`config.mk`:
```
export PLATFORM = sky130hd
export DESIGN_NAME = bvag_div
export DESIGN_NICKNAME = d
export VERILOG_FILES = /design/src/hw/rtl/bvag_div.sv
export SDC_FILE = /design/constraint.sdc
export NUM_CORES = 1
export LEC_CHECK = 0
export BUFFER_PORTS_ARGS = -buffer_cell sky130_fd_sc_hd__buf_2
export CAP_MARGIN = 20
export CORE_MARGIN = 3
export CORE_UTILIZATION = 65
export DETAILED_ROUTE_END_ITERATION = 7
export PLACE_DENSITY = 0.81
export SKIP_CTS_REPAIR_TIMING = 1
export SYNTH_ARGS = -nofsm -noshare
export SYNTH_HDL_FRONTEND = slang
export SYNTH_SLANG_ARGS = --single-unit
```
`constraint.sdc`:
```
create_clock -name clk -period 3.95 [get_ports clk]
set_input_delay 0.79 -clock clk [delete_from_list [all_inputs] [get_ports clk]]
set_output_delay 0.79 -clock clk [all_outputs]
set_load 0.1 [all_outputs]
```
`src/hw/rtl/bvag_div.sv`:
```
// ----------------------------------------------------------------------------
// bvag_div
// Three-lane pipelined restoring divider, one quotient bit per stage.
// ----------------------------------------------------------------------------
module bvag_div #(
	parameter int unsigned NW = 12,
	parameter int unsigned DW = 4,
	parameter int unsigned SW = 1
) (
	input  logic                  clk,
	input  logic                  arst_n,
	input  logic                  en,
	input  logic                  in_valid,
	input  logic [2:0][NW-1:0]    num,
	input  logic [DW-1:0]         den,
	input  logic [SW-1:0]         side_in,
	output logic                  out_valid,
	output logic [2:0][NW-1:0]    quo,
	output logic [2:0][DW-1:0]    rem,
	output logic [SW-1:0]         side_out
);

	logic                 valid_s [NW];
	logic [2:0][NW-1:0]   qn_s    [NW];
	logic [2:0][DW-1:0]   rem_s   [NW];
	logic [SW-1:0]        side_s  [NW];

	genvar k;
	generate
		for (k = 0; k < NW; k++) begin : g_stage
			logic               cur_v;
			logic [2:0][NW-1:0] cur_qn;
			logic [2:0][DW-1:0] cur_rem;
			logic [SW-1:0]      cur_side;
			logic [2:0][NW-1:0] nxt_qn;
			logic [2:0][DW-1:0] nxt_rem;

			if (k == 0) begin : g_first
				assign cur_v    = in_valid;
				assign cur_qn   = num;
				assign cur_rem  = '0;
				assign cur_side = side_in;
			end else begin : g_rest
				assign cur_v    = valid_s[k-1];
				assign cur_qn   = qn_s[k-1];
				assign cur_rem  = rem_s[k-1];
				assign cur_side = side_s[k-1];
			end

			// shift in the next numerator bit, subtract when it fits
			always_comb begin
				logic [DW:0] trial;
				logic        ge;
				for (int l = 0; l < 3; l++) begin
					trial = {cur_rem[l], cur_qn[l][NW-1]};
					ge    = (trial >= {1'b0, den});
					nxt_rem[l] = ge ? DW'(trial - {1'b0, den}) : DW'(trial);
					nxt_qn[l]  = {cur_qn[l][NW-2:0], ge};
				end
			end

			always_ff @(posedge clk or negedge arst_n) begin
				if (!arst_n) begin
					valid_s[k] <= 1'b0;
				end else if (en) begin
					valid_s[k] <= cur_v;
				end
			end

			always_ff @(posedge clk) begin
				if (en) begin
					qn_s[k]   <= nxt_qn;
					rem_s[k]  <= nxt_rem;
					side_s[k] <= cur_side;
				end
			end
		end
	endgenerate

	assign out_valid = valid_s[NW-1];
	assign quo       = qn_s[NW-1];
	assign rem       = rem_s[NW-1];
	assign side_out  = side_s[NW-1];

endmodule

```
* Yosys cells after proc, flatten, opt, wreduce, memory -nomap -nowiden *
Memories as Yosys holds them, arrays and structs flattened.
Index checks and enable logic that the tools add are counted.

word-level totals
  register bits after elaboration = 12
  memory bits (writable) = 588
  input bits = 45
  output and inout port bits = 50
  word-level logic and storage cells = 125
  memories kept = 3

memory list
  name    words  width  rd ports  clocked after Yosys merged registers in  wr ports  line  text
  qn_s    12     36     12        0                                        12        24    logic [2:0][NW-1:0] qn_s [NW];
  rem_s   12     12     12        0                                        12        25    logic [2:0][DW-1:0] rem_s [NW];
  side_s  12     1      12        0                                        12        26    logic [SW-1:0] side_s [NW];

cells by class
  $add $sub $neg = 36
  $lt $le $gt $ge = 36
  mux-type cells = 38

operator list
  operator                                                      count
  5-bit by 4-bit greater-or-equal comparator with 1-bit output  33
  4-bit 2-to-1 mux                                              36
  4-bit subtractor                                              33
  1-bit by 4-bit greater-or-equal comparator with 1-bit output  3
  1-bit by 4-bit subtractor with 4-bit output                   3
  1-bit 2-to-1 mux                                              2

* Logic depth before layout (Yosys ltp) *
An unclocked memory read counts as a cell.

  word-level depth = 3
  gate-level depth with buffers = 7
  depth with buffers taken out = 7

* Least setup slack after synthesis *
Ideal clock, no wire load.

  path kind = in2reg
  start point = input den[1]
  end point = memory rem_s[2][2] (netlist name) (data pin)
  setup time = 260 ps
  data arrival time = 2,506 ps
  data required time = 3,690 ps
  slack = 1,184 ps
  stages = 6
  buffers on the path = 0
  cell sequence = inv_1 > ha_1 > nand4_1 > nand2_1 > nor2_4 > mux2_4

RTL lines
  what             line  text
  start, declared  15    input logic [DW-1:0] den,
  end, declared    25

==> metrics.cfg <==
[run_status]
outcome = finished clean

[power_and_ir_drop]
ir_drop_uv = 429.6
power_w = 0.01709
total_leakage_power_nw = 10.54
powerDensity_nw_per_um2 = 609.5

[clocking]
cts.htree.levels = 2
clk_pin_slew_ns = 0.06
worst_skew_pair.late_latency_ns = 0.59
cts_buffer_depth = 3
cts_tree = built
cts_buffers = 57
clock_sinks = 600
root_buffer = clkbuf_16

[sta]
slew_headroom_pct = 35.14
fin_crit_sh_pct = 62.85
finalHoldViolCount = 0
tightestPinTransition_ns = 0.9729
finalCriticalPeriod_ns = 2.483
final_max_slew_viol_count = 0
finClkSkew_ns = 0.008022
max_freq_mhz = 402.8
fin_tns_setup_ns = 0
final-setup-viol-count = 0
rsz0062_at_grt = false

[die]
fp.dieW_um = 201.4
placeableCoreArea_um2 = 37140
ios = 95
die_area_um2 = 40570
initial_core_util_pct = 66.85
dieHeight_um = 201.4
num_rows = 70

[critical_path]
crit_buf_inv = 2
worstSetupStartpointType = input pin
cpPeakStageDelay_ns = 0.64
cp_slowest_cell = buf_2
worst_ep_arrival_time_ns = 2.82
crit_chain = buf_2 -> buf_4 -> ha_1 -> nand4_1 -> nand2_1 -> nor2_4 -> mux2_4
crit_path_end_kind = register
cp_top_family = buffers and inverters
rrSetupSlack_ns = 2.11
critical_path_class = in2reg
cp.required_ns = 4.29
crit_fanout = 23

[synth]
synth_compound_area_share_pct = 2.737
yosysSeqAreaShare_pct = 72.34
ys_seq_elements = 600
syn-num-nets = 1694
synthMuxAreaShare_pct = 5.202
synthesis.instances = 1478
syn-cell-area_um2 = 24820
synth_top_family_by_area = adder cells
synth-simple-area-share_pct = 7.243
yosys_warnings = 0
avgSynthCellArea_um2 = 16.80
synthAdderAreaFrac_pct = 9.617
synth_xor_area_share_pct = 1.164
synth_cell_types = 24

[run]
maxCapViolCount = 0

[global_route]
use_met3_pct = 3.624
grt_max_degree = 95
gr-usage-met1_pct = 23.50
grt_busiest_layer = met2
grtUsageMet2_pct = 34.81
antenna_found_initial = 0
grt_pass1_vias = 12989
grt.total_usage_pct = 19.40
grt.overflow.total = 0
grt_pass1_wl_um = 63130

[layout]
design_area_um2 = 28050
area_growth_pct = 12.98
nNetsFinal = 1862
antenna_cells = 0
utilization_pct = 75.52
layout-drive-gt1-share_pct = 18.43
mostFrequentLayoutCell = edfxtp_1
stdcell_count = 2197
layout_common_cells = edfxtp_1 (588), ha_1 (138), nor2_1 (136)

[detailed_routing]
drtPass1Iterations = 5
ant_nets = 0
avgViaCountPerCell = 5.561
drc = 0
vias = 12218
drt_wl_total_um = 38210
drt-initial-drc-count = 661
wl_per_cell_um = 17.39

[placed_design]
gp_congestion = 0.8340
io_buffers = 94
hpwlAfterDp_um = 22920
dpl_cell_area_um2 = 26140
dp_cells = 2091

[hold_path]
hold_class = in2async

power breakdown:
group,internal [W],switching [W],total [W]
clock network,0.00325,0.00220,0.00545
logic,0.00128,0.00209,0.00337
registers,0.00800,0.000277,0.00828
synthesized netlist by cell type:
master      n  share of area (%)
edfxtp_1  588                 71
ha_1      138                7.0
nor2_1    136                2.1
inv_1     111                1.7
mux2i_1    66                2.7
nor3_1     66                1.3
nand2_1    36               0.54
a21oi_1    33               0.67
a21oi_2    33                1.2
fa_1       33                2.7
mux2_4     33                2.0
nand2b_1   33               0.83
nand4_1    33               0.83
nor2_4     33                1.5
o21ai_1    33               0.67
xnor2_1    33                1.2
dfrtp_1    12                1.2
mux2_2     12               0.54
a31oi_1     3              0.076
and2_1      3              0.076
nor2b_1     3              0.076
o21ai_0     3              0.060
o21ai_2     3               0.11
buf_2       1              0.020
final timing paths:
kind,from,endpoint,cells after the start
max in group asynchronous,arst_n,g_stage[10].cur_v,1
min,arst_n,g_stage[7].cur_v,1
min reg2reg,qn_s[2][43],qn_s[2][80],0
max,den[0],rem_s[1][34],7
max reg2reg,rem_s[1][2],rem_s[1][14],5
min in group clk,num[15],qn_s[0][16],1
per-layer routing:
| metal | vias to the layer above | wire length (um) |
|---|---|---|
| li1 | 5845 | - |
| met1 | 5949 | 15030 |
| met2 | 312 | 20180 |
| met3 | 112 | 1788 |
| met4 | 0 | 1202 |
| met5 | - | 0 |
state kept, by name, summed over array words and instances (netlist names):
register and flops:
rem_s 144, out_valid 1, side_s 12, g_stage.cur_v 11, qn_s 432
layout make-up:
| type | instances | area, um^2 |
|---|---|---|
| Sequential cell | 600 | 17960 |
| Fill cell | 2154 | 9090 |
| Multi-Input combinational cell | 766 | 6445 |
| Clock buffer | 69 | 1514 |
| Timing Repair Buffer | 110 | 690.7 |
| Tap cell | 504 | 630.6 |
| Inverter | 111 | 416.7 |
| Clock inverter | 37 | 391.6 |
cell families after synthesis:
kind of cell | count (synthesis)
flops | 600
xor+xnor | 33
compound gates | 108
mux | 111
simple gates | 343
fa+ha+maj | 171
buf+inv | 112
per-stage QoR:
stage / setup slack (ns) / hold WS (ns)
5_1_grt: 1.415 / 0.06325
3_3_place_gp: 1.019 / 0.4003
4_1_cts: 1.523 / 0.04394
3_5_place_dp: 0.8881 / 0.4045
2_1_floorplan: 1.184 / 0.4003
6_report: 1.467 / 0.06687
No activity file was read; power rests on OpenSTA's default activity.
